`src/rtl/svts_pkg.sv`:
```
`timescale 1ns / 1ps
// ----------------------------------------------------------------------------
// svts_pkg
// Shared codes and types of the single-voice tone sequencer.
// ----------------------------------------------------------------------------
package svts_pkg;

    localparam int REQ_W    = 3;
    localparam int NOTE_W   = 7;
    localparam int HOLD_W   = 8;
    localparam int BEEP_W   = 16;
    localparam int COUNT_W  = 9;
    localparam int INDEX_W  = 8;
    localparam int ACTION_W = 2;

    // request codes
    localparam logic [REQ_W-1:0] REQ_TICK  = 3'd0;
    localparam logic [REQ_W-1:0] REQ_BEEP  = 3'd1;
    localparam logic [REQ_W-1:0] REQ_PLAY  = 3'd2;
    localparam logic [REQ_W-1:0] REQ_STOP  = 3'd3;
    localparam logic [REQ_W-1:0] REQ_INIT  = 3'd4;
    localparam logic [REQ_W-1:0] REQ_WRITE = 3'd5;

    // voice action codes
    localparam logic [ACTION_W-1:0] ACT_NONE = 2'd0;
    localparam logic [ACTION_W-1:0] ACT_ON   = 2'd1;
    localparam logic [ACTION_W-1:0] ACT_OFF  = 2'd2;

    typedef struct packed {
        logic [NOTE_W-1:0] note;
        logic [HOLD_W-1:0] ticks;
    } song_entry_t;

    typedef struct packed {
        logic [ACTION_W-1:0] action;
        logic [NOTE_W-1:0]   note;
        logic                playing;
    } voice_result_t;

endpackage

```
`src/rtl/single_voice_tone_sequencer_unit.sv`:
```
`timescale 1ns / 1ps
// ----------------------------------------------------------------------------
// single_voice_tone_sequencer_unit
// Single-voice note sequencer with a writable song table and one-shot beep.
// ----------------------------------------------------------------------------
// Each request (tick, beep, play, stop, init, song entry write) is one input
// transaction and yields exactly one result transaction carrying the voice
// action, the note and the playing flag. One request is accepted per clock
// cycle; a result is registered in the output register and waits there while
// the consumer stalls, with the input stalled only when that register is full
// and not draining. The song table is a SONG_DEPTH x 15 bit memory with a
// registered read port; the entry that the next tick would sound is prefetched
// every cycle, so a tick finds that entry already read. Table entries are not
// cleared by reset and must be written before they are played.
// ----------------------------------------------------------------------------
module single_voice_tone_sequencer_unit #(
    parameter int SONG_DEPTH = 256
) (
    input  logic                                clk,
    input  logic                                rst_n,
    // request channel
    input  logic                                in_valid,
    output logic                                in_stall,
    input  logic [svts_pkg::REQ_W-1:0]          req_type,
    input  logic [svts_pkg::NOTE_W-1:0]         beep_note,
    input  logic [svts_pkg::BEEP_W-1:0]         beep_ticks,
    input  logic [svts_pkg::COUNT_W-1:0]        song_count,
    input  logic [svts_pkg::INDEX_W-1:0]        entry_index,
    input  logic [svts_pkg::NOTE_W-1:0]         entry_note,
    input  logic [svts_pkg::HOLD_W-1:0]         entry_ticks,
    // result channel
    output logic                                out_valid,
    input  logic                                out_stall,
    output logic [svts_pkg::ACTION_W-1:0]       voice_action,
    output logic [svts_pkg::NOTE_W-1:0]         voice_note,
    output logic                                is_playing
);
    import svts_pkg::*;

    localparam int IDX_W = $clog2(SONG_DEPTH);
    localparam int LEN_W = $clog2(SONG_DEPTH + 1);

    logic          accept;
    logic          wr_en;
    logic [31:0]   index_ext;
    logic [IDX_W-1:0] wr_addr;
    logic [IDX_W-1:0] rd_addr;
    song_entry_t   wr_data;
    song_entry_t   next_entry;
    voice_result_t result;
    voice_result_t held;

    assign accept = in_valid && !in_stall;

    // table write, slots beyond the depth are dropped
    assign index_ext    = 32'(entry_index);
    assign wr_en        = accept && (req_type == REQ_WRITE) &&
                          (index_ext < 32'(SONG_DEPTH));
    assign wr_addr      = index_ext[IDX_W-1:0];
    assign wr_data.note  = entry_note;
    assign wr_data.ticks = entry_ticks;

    svts_song_mem #(
        .SONG_DEPTH (SONG_DEPTH),
        .IDX_W      (IDX_W)
    ) u_song_mem (
        .clk     (clk),
        .wr_en   (wr_en),
        .wr_addr (wr_addr),
        .wr_data (wr_data),
        .rd_addr (rd_addr),
        .rd_data (next_entry)
    );

    // sequencer state, one update per accepted request
    svts_seq_ctrl #(
        .SONG_DEPTH (SONG_DEPTH),
        .IDX_W      (IDX_W),
        .LEN_W      (LEN_W)
    ) u_seq_ctrl (
        .clk        (clk),
        .rst_n      (rst_n),
        .accept     (accept),
        .req_type   (req_type),
        .beep_note  (beep_note),
        .beep_ticks (beep_ticks),
        .song_count (song_count),
        .next_entry (next_entry),
        .rd_addr    (rd_addr),
        .result     (result)
    );

    svts_out_stage u_out_stage (
        .clk       (clk),
        .rst_n     (rst_n),
        .load      (accept),
        .result    (result),
        .out_stall (out_stall),
        .out_valid (out_valid),
        .busy      (in_stall),
        .held      (held)
    );

    assign voice_action = held.action;
    assign voice_note   = held.note;
    assign is_playing   = held.playing;

endmodule

```
`src/rtl/svts_song_mem.sv`:
```
`timescale 1ns / 1ps
// ----------------------------------------------------------------------------
// svts_song_mem
// Song table with one write port and a registered read port that forwards
// a same-cycle write to the read address.
// ----------------------------------------------------------------------------
module svts_song_mem #(
    parameter int SONG_DEPTH = 256,
    parameter int IDX_W      = $clog2(SONG_DEPTH)
) (
    input  logic                      clk,
    input  logic                      wr_en,
    input  logic [IDX_W-1:0]          wr_addr,
    input  svts_pkg::song_entry_t     wr_data,
    input  logic [IDX_W-1:0]          rd_addr,
    output svts_pkg::song_entry_t     rd_data
);
    import svts_pkg::*;

    song_entry_t mem [SONG_DEPTH];
    song_entry_t rd_data_reg;

    always_ff @(posedge clk)
    begin
        if (wr_en)
        begin
            mem[wr_addr] <= wr_data;
        end
    end

    // read data always reflects the entry after any write at this edge
    always_ff @(posedge clk)
    begin
        if (wr_en && (wr_addr == rd_addr))
        begin
            rd_data_reg <= wr_data;
        end
        else
        begin
            rd_data_reg <= mem[rd_addr];
        end
    end

    assign rd_data = rd_data_reg;

endmodule

```
`src/rtl/svts_seq_ctrl.sv`:
```
`timescale 1ns / 1ps
// ----------------------------------------------------------------------------
// svts_seq_ctrl
// Sequencer state and per-request update; produces one voice result for
// each accepted request and the prefetch address of the next song entry.
// ----------------------------------------------------------------------------
module svts_seq_ctrl #(
    parameter int SONG_DEPTH = 256,
    parameter int IDX_W      = $clog2(SONG_DEPTH),
    parameter int LEN_W      = $clog2(SONG_DEPTH + 1)
) (
    input  logic                              clk,
    input  logic                              rst_n,
    input  logic                              accept,
    input  logic [svts_pkg::REQ_W-1:0]        req_type,
    input  logic [svts_pkg::NOTE_W-1:0]       beep_note,
    input  logic [svts_pkg::BEEP_W-1:0]       beep_ticks,
    input  logic [svts_pkg::COUNT_W-1:0]      song_count,
    input  svts_pkg::song_entry_t             next_entry,
    output logic [IDX_W-1:0]                  rd_addr,
    output svts_pkg::voice_result_t           result
);
    import svts_pkg::*;

    logic [LEN_W-1:0]  len_reg,  len_next;
    logic [IDX_W-1:0]  pos_reg,  pos_next;
    logic [HOLD_W-1:0] hold_reg, hold_next;
    logic              play_reg, play_next;
    logic [BEEP_W-1:0] beep_reg, beep_next;
    logic [LEN_W-1:0]  sat_len;

    // position after pos in a loop of len entries
    function automatic logic [IDX_W-1:0] step_pos(input logic [IDX_W-1:0] pos,
                                                  input logic [LEN_W-1:0] len);
        logic [31:0] inc;
        inc = 32'(pos) + 32'd1;
        if (inc >= 32'(len))
        begin
            return '0;
        end
        return inc[IDX_W-1:0];
    endfunction

    always_comb
    begin
        logic [31:0] cnt_ext;
        cnt_ext = 32'(song_count);
        if (cnt_ext > 32'(SONG_DEPTH))
        begin
            sat_len = LEN_W'(SONG_DEPTH);
        end
        else
        begin
            sat_len = cnt_ext[LEN_W-1:0];
        end
    end

    always_comb
    begin
        len_next       = len_reg;
        pos_next       = pos_reg;
        hold_next      = hold_reg;
        play_next      = play_reg;
        beep_next      = beep_reg;
        result.action  = ACT_NONE;
        result.note    = '0;
        if (accept)
        begin
            case (req_type)
                REQ_TICK:
                begin
                    if (beep_reg != '0)
                    begin
                        beep_next = beep_reg - BEEP_W'(1);
                        if (beep_reg == BEEP_W'(1))
                        begin
                            result.action = ACT_OFF;
                            hold_next     = '0;
                        end
                    end
                    else if (play_reg)
                    begin
                        if (hold_reg != '0)
                        begin
                            hold_next = hold_reg - HOLD_W'(1);
                        end
                        else
                        begin
                            // next_entry already holds the entry at the new position
                            pos_next  = step_pos(pos_reg, len_reg);
                            hold_next = next_entry.ticks;
                            if (next_entry.note != '0)
                            begin
                                result.action = ACT_ON;
                                result.note   = next_entry.note;
                            end
                            else
                            begin
                                result.action = ACT_OFF;
                            end
                        end
                    end
                end
                REQ_BEEP:
                begin
                    beep_next     = (beep_ticks == '0) ? BEEP_W'(1) : beep_ticks;
                    result.action = ACT_ON;
                    result.note   = beep_note;
                end
                REQ_PLAY:
                begin
                    if (song_count != '0)
                    begin
                        len_next  = sat_len;
                        pos_next  = IDX_W'(sat_len - LEN_W'(1));
                        hold_next = '0;
                        play_next = 1'b1;
                    end
                end
                REQ_STOP:
                begin
                    play_next = 1'b0;
                    if (beep_reg == '0)
                    begin
                        result.action = ACT_OFF;
                    end
                end
                REQ_INIT:
                begin
                    len_next      = '0;
                    pos_next      = '0;
                    hold_next     = '0;
                    play_next     = 1'b0;
                    beep_next     = '0;
                    result.action = ACT_OFF;
                end
                default:
                begin
                    // table writes are handled by the song memory
                end
            endcase
        end
        result.playing = play_next;
    end

    // prefetch the entry that the next step would sound
    assign rd_addr = step_pos(pos_next, len_next);

    always_ff @(posedge clk or negedge rst_n)
    begin
        if (!rst_n)
        begin
            len_reg  <= '0;
            pos_reg  <= '0;
            hold_reg <= '0;
            play_reg <= 1'b0;
            beep_reg <= '0;
        end
        else
        begin
            len_reg  <= len_next;
            pos_reg  <= pos_next;
            hold_reg <= hold_next;
            play_reg <= play_next;
            beep_reg <= beep_next;
        end
    end

endmodule

```
`src/rtl/svts_out_stage.sv`:
```
`timescale 1ns / 1ps
// ----------------------------------------------------------------------------
// svts_out_stage
// Result register with valid/stall handshake toward the consumer.
// ----------------------------------------------------------------------------
module svts_out_stage (
    input  logic                      clk,
    input  logic                      rst_n,
    input  logic                      load,
    input  svts_pkg::voice_result_t   result,
    input  logic                      out_stall,
    output logic                      out_valid,
    output logic                      busy,
    output svts_pkg::voice_result_t   held
);
    import svts_pkg::*;

    logic          valid_reg;
    voice_result_t result_reg;

    always_ff @(posedge clk or negedge rst_n)
    begin
        if (!rst_n)
        begin
            valid_reg <= 1'b0;
        end
        else if (load)
        begin
            valid_reg <= 1'b1;
        end
        else if (!out_stall)
        begin
            valid_reg <= 1'b0;
        end
    end

    always_ff @(posedge clk)
    begin
        if (load)
        begin
            result_reg <= result;
        end
    end

    assign out_valid = valid_reg;
    // a new transaction may enter whenever the register is empty or the held one leaves this cycle
    assign busy      = valid_reg && out_stall;
    assign held      = result_reg;

endmodule
```
`config.mk`:
```
export PLATFORM = sky130hd
export DESIGN_NAME = single_voice_tone_sequencer_unit
export DESIGN_NICKNAME = d
export VERILOG_FILES = /design/src/rtl/svts_pkg.sv /design/src/rtl/single_voice_tone_sequencer_unit.sv /design/src/rtl/svts_song_mem.sv /design/src/rtl/svts_seq_ctrl.sv /design/src/rtl/svts_out_stage.sv
export SDC_FILE = /design/constraint.sdc
export NUM_CORES = 2
export LEC_CHECK = 0
export BUFFER_PORTS_ARGS = -buffer_cell sky130_fd_sc_hd__buf_2
export CAP_MARGIN = 20
export CORE_AREA = 2 2 618 620
export DETAILED_ROUTE_END_ITERATION = 6
export DIE_AREA = 0 0 620 622
export HOLD_SLACK_MARGIN = 0.12
export PLACE_DENSITY_LB_ADDON = 0.3
export SLEW_MARGIN = 20
export SYNTH_ARGS = -nofsm -noshare
export SYNTH_HDL_FRONTEND = slang
export SYNTH_SLANG_ARGS = --single-unit
```
`constraint.sdc`:
```
create_clock -name clk -period 7.89 [get_ports clk]
set_input_delay 0.3945 -clock clk [delete_from_list [all_inputs] [get_ports clk]]
set_output_delay 0.3945 -clock clk [all_outputs]
set_load 0.03 [all_outputs]
```
After elaboration in Yosys (flattened, before gate mapping) --
Memory sizes are Yosys's and may differ from the RTL's. A register that Yosys moved wholly into a read port is not among the register bits. Index checks and enable logic that the tools add are counted.
Word-level totals: flip-flop bits (word level) 53, RAM bits 3840, bits of input ports 62, output and inout port bits 12, memories 1
Memories:
- u_song_mem.mem | words 256, bits a word 15, read ports 1, clocked after Yosys merged registers in 1, wr ports 1, line svts_song_mem.sv:20 | song_entry_t mem [SONG_DEPTH];
Cells by class: add/subtract/negate cells 5, $lt $le $gt $ge 4, equal/unequal tests 11, mux-type cells 47, reduce and logical (&&, ||, !) cells 17
Operator list (number):
- $mux W8 | 14
- $ge A32 B9 Y1 | 2
- $pmux W16 S3 | 1
- $pmux W8 S3 | 2
- $mux W9 | 5
- $logic_not A16 Y1 | 2
- $mux W16 | 2
- $add A8 B1 Y9 const B | 2
- $pmux W9 S2 | 1
- $eq A16 B1 Y1 const B | 1
- $reduce_bool A16 Y1 | 1
- $sub A16 B1 Y16 const B | 1
- $sub A8 B1 Y8 const B | 2
- $mux W7 | 2
- $pmux W7 S2 | 1
- $mux W1 | 13
- $gt A9 B9 Y1 const B | 1
- $lt A8 B9 Y1 const B | 1
- $reduce_bool A9 Y1 | 1
- $mux W2 | 4
- $pmux W2 S4 | 1
- $reduce_bool A8 Y1 | 1
- $reduce_bool A7 Y1 | 1
- $eq A3 B2 Y1 const B | 2
- 13 further kinds | 20

Logic depth before layout (Yosys ltp) --
depth in word-level cells 18, mapped depth 22, gate-level depth less buffers 22

By module --
Synthesis repeated with hierarchy kept, for this count alone.
Second synthesis, totals: cell total of the unflattened synthesis 7190, area total of the unflattened synthesis 151571.6 µm²
Modules (own cells, without submodules):
- svts_song_mem | times used 1, cells each 6701, area each 147471.4 µm², seq. area each 115470.7 µm²
- svts_seq_ctrl | times used 1, cells each 474, area each 3737.3 µm², seq. area each 1051.0 µm²
- svts_out_stage | times used 1, cells each 13, area each 339.1 µm², seq. area each 325.3 µm²
- single_voice_tone_sequencer_unit | times used 1, cells each 2, area each 23.8 µm², seq. area each 0.0 µm²

Least setup slack after synthesis --
No wires, ideal clock.
path kind reg2reg, start point register u_seq_ctrl.pos_reg[0], end point register with a tool-made name, setup time 0.080 ns, arrival time 4.104 ns, path slack 3.705 ns, cell stages (with the launch flop) 22, buffers on the path 0, clock period less this slack 4.185 ns, path through dfrtp_1 -> ha_1 -> nand3_1 -> and2_1 -> or2_2 -> ha_1 -> nand3_1 -> nor3_1 -> a211oi_2 -> o32ai_1 -> inv_1 -> ha_1 -> xnor2_1 -> inv_1 -> ha_1 -> a21o_1 -> a21o_1 -> a21oi_1 -> nor2b_1 -> o21ai_0 -> a21oi_1 -> nor3b_1
RTL lines:
- start, declared | line svts_seq_ctrl.sv:26 | logic [IDX_W-1:0] pos_reg, pos_next;
- start signal, assigned | line svts_seq_ctrl.sv:162 | pos_reg <= pos_next;

==> metrics.txt <==
Top FF cell, synth=edfxtp_1; power density over the cells=310.4 nW/um2; design area=172500 um2; sequential power share=43.1%; Port Buffers=73; Final nets=7291; iteration-0 DRC count of the detailed router=10.27k; crit path buf inv count=4; TritonCTS clock tree=yes; adder-cell area share of the yosys netlist=0.1991%; min Tclk post-route=6024 ps; CTS sink count=3901; cell taking the most area after synthesis=edfxtp_1; Post-DRT Antenna Nets=0; vias in the first global route=74.65k; crit-path cells=buf_4 > and2_4 > buf_4 > a22oi_1 > a21oi_1 > nor4_1 > o22ai_1 > or2_1 > a22oi_1 > dlygate4sd3_1 > nor3_1 > dlygate4sd3_1; placed cell area=159200 um2; first-pass GRT wire length=574.8 mm; CTS clk-pin slew, worst paths=60 ps; share of cells above drive strength 1=29.32%; Synth top area share=76.65%; Wirelength per Cell=32.62 um; Register Area=116900 um2; TritonCTS Buffers=391; Mapped Area=150800 um2; RSZ-0062 raised after global routing=no; final setup vio count=0; gpl congestion=0.8670; chip width=620 um; I/O pin total=74; CP startpoint kind=flop; residual DRC count=0; GRT Util Overall=20.93%; Leak Pwr=52.94 nW; sw frac=27.74%; final hold vios=0; skew final=47.28 ps; WP data arrival=6840 ps; mux contribution to synthesized area=16.67%; root buf cell=clkbuf_16; path type of the worst setup path=flop to flop; Final Util=45.58%; Core Rows=226; Data required, critical path=8710 ps; largest family of logic cells by synthesized area=multiplexers; area grow syn2layout=14.34%; largest cells by area after synthesis=edfxtp_1 (77%), mux4_2 (16%), a22oi_1 (1.1%); switching power=14.85 mW; synthesized area per cell=22.74 um2; largest net degree at the start of global routing=195; DIE AREA=385600 um2; Worst-Skew Late Latency=950 ps; grt total ovfl=0; Hold Crit Class=primary input to flop; chip height=622 um; Post-Synth Simple-Gate Area=1.916%; setup bufs post-CTS=0; cts repair resizes=0; Crit. End Element=flop; synth warn=0; FILL cells=31.24k; Slew headroom=11.14%; post-synthesis xor/xnor area fraction=0.06388%; max reg flops=3840; final critical-path share of the clock period=76.35%; Starting Density=39.86%; Max FO, Critical Path=46; delay-heaviest family, CP=buffers and inverters; drt first pass iters=6; multi-input logic area=32080 um2; crit-path max cell delay=770 ps; critical path's slowest cell=and2_4; initial antenna violation count=35; net count after synthesis=6719; share of flip-flops with an asynchronous set or reset=1.102%; CORE AREA=378300 um2; pins over their slew limit=0; Max H-tree Level=5; Gate Count Post-Synth=6633; max cap viols=0; Unique masters post-synth=79; number of synthesized flops with an enable pin=3850; cell internal pwr=38.67 mW; Bufs on Longest Clock Path=4; vias per cell=5.916; #FFs+latches synth=3901; hpwl dp=246.7 mm; routed vias=74.20k; clock network power share=34.4%; Compound-Gate Fraction of Synth Area=2.321%; Slew @ Worst Pin=1333 ps; final WL=409.1 mm; sequential area share after synthesis=77.47%; Setup TNS Final=0 ps; Fmax=166.0 MHz; status=finished, final reports clean; VDD IR max=0.2505 mV; combinational power share=22.6%
synth_stat cells, types with 4 or more instances:
| master | instances |
|---|---|
| a211oi_1 | 10 |
| a21o_1 | 8 |
| a21oi_1 | 134 |
| a221oi_1 | 5 |
| a22o_1 | 13 |
| a22oi_1 | 222 |
| a31oi_1 | 6 |
| a32oi_1 | 7 |
| and2_1 | 9 |
| buf_1 | 48 |
| buf_2 | 90 |
| buf_4 | 30 |
| buf_6 | 35 |
| clkbuf_1 | 160 |
| dfrtp_1 | 43 |
| dfxtp_1 | 8 |
| edfxtp_1 | 3850 |
| ha_1 | 24 |
| inv_1 | 40 |
| mux2_2 | 10 |
| mux2i_1 | 34 |
| mux4_2 | 1096 |
| nand2_1 | 75 |
| nand2b_1 | 14 |
| nand3_1 | 27 |
| nand4_1 | 7 |
| nor2_1 | 339 |
| nor2b_1 | 26 |
| nor3_1 | 34 |
| nor3b_1 | 10 |
| nor4_1 | 32 |
| o211ai_1 | 6 |
| o21ai_0 | 58 |
| o21ai_1 | 4 |
| o22ai_1 | 15 |
| o31ai_1 | 6 |
| or2_1 | 4 |
| or2_2 | 6 |
| or3_1 | 10 |
| or4_1 | 11 |
| xnor2_1 | 5 |
| xor2_1 | 6 |
worst paths after layout:
| path | from | to | slack [ps] | depth (start not counted) |
|---|---|---|---|---|
| max | flop | u_out_stage.held[4] | 1870 | 12 |
| max in group asynchronous | rst_n | u_seq_ctrl.hold_reg[7] | 7130 | 4 |
| max reg2reg | flop | u_out_stage.held[4] | 1870 | 12 |
| min in group asynchronous | rst_n | u_out_stage.out_valid | 510 | 4 |
| min reg2reg | u_seq_ctrl.beep_reg[7] | u_seq_ctrl.beep_reg[7] | 550 | 2 |
| min | entry_note[1] | u_song_mem.mem[119][9] | 140 | 1 |
layout make-up:
cell class,instances,share of cell area (%)
diodes,10,0.01451
clock buffers,471,5.920
clock inverters,233,1.382
inverters,41,0.08924
multi-input cells,2326,18.60
flip-flops and latches,3901,67.77
well taps,5016,3.639
repair buffers,544,2.581
power by group through the flow:
stage               registers (mW)  clock network [mW]  logic (mW)
floorplan                     23.3                   0        8.15
global placement              23.5                   0        12.1
detailed placement            23.5                   0        12.1
CTS                           23.1                18.7        12.2
global route                  23.1                19.5        12.7
finish                        23.1                18.4        12.1
metal layers:
layer  part of all wire (%)  wire [um]  up-vias  track usage, %
met5                 0.0032         13        -               0
met4                    3.4      14010        2           6.661
met3                    8.2      33710      569           3.364
met2                     48     197100     3734           33.59
met1                     40     164200    40390           29.41
li1                       -          -    29510               -
stage by stage:
step	power (mW)	hold WS [ps]	setup slack (ps)	cells
CTS	53.93	147.2	1829	12530
finish	53.52	138.3	1866	12540
detailed placement	35.64	473.9	2380	11770
global route	55.17	183.5	1807	12540
floorplan	31.47	98.91	3705	6633
global placement	35.57	501.1	2336	11760
kinds of logic (layout without fill, tap and decap cells):
group           count (synthesis)  after routing
other cells                     0             10
fa+ha+maj                      24             24
compound gates                524            524
xor+xnor                       11             11
mux                          1141           1141
buf+inv                       406           1289
simple gates                  626            626
flops                        3901           3901
timing repair:
item                                    4_1_cts  5_1_grt
endpoints found under the setup margin        0        0
hold buffers                                 61        0
hold endpoints to repair                    668        0
cell usage in the layout, fill, tap and decap left out, drive strengths merged, types with 7 or more instances in the layout:
master / n
mux4: 1096
a211oi: 12
dfrtp: 43
mux2: 11
nor3b: 11
clkbuf: 484
a21oi: 134
bufinv: 39
nor4: 35
and2: 9
dfxtp: 8
o21ai: 62
or2: 12
ha: 24
or4: 11
a22o: 13
clkinv: 169
or3: 10
diode: 10
nor3: 35
a32oi: 7
nand2b: 14
nand3: 27
mux2i: 34
nor2b: 26
nand4: 7
nor2: 340
clkinvlp: 14
dlygate4sd3: 60
edfxtp: 3850
inv: 52
o22ai: 15
a21o: 8
buf: 471
nand2: 75
a22oi: 222
No activity file was read; power rests on OpenSTA's default activity.
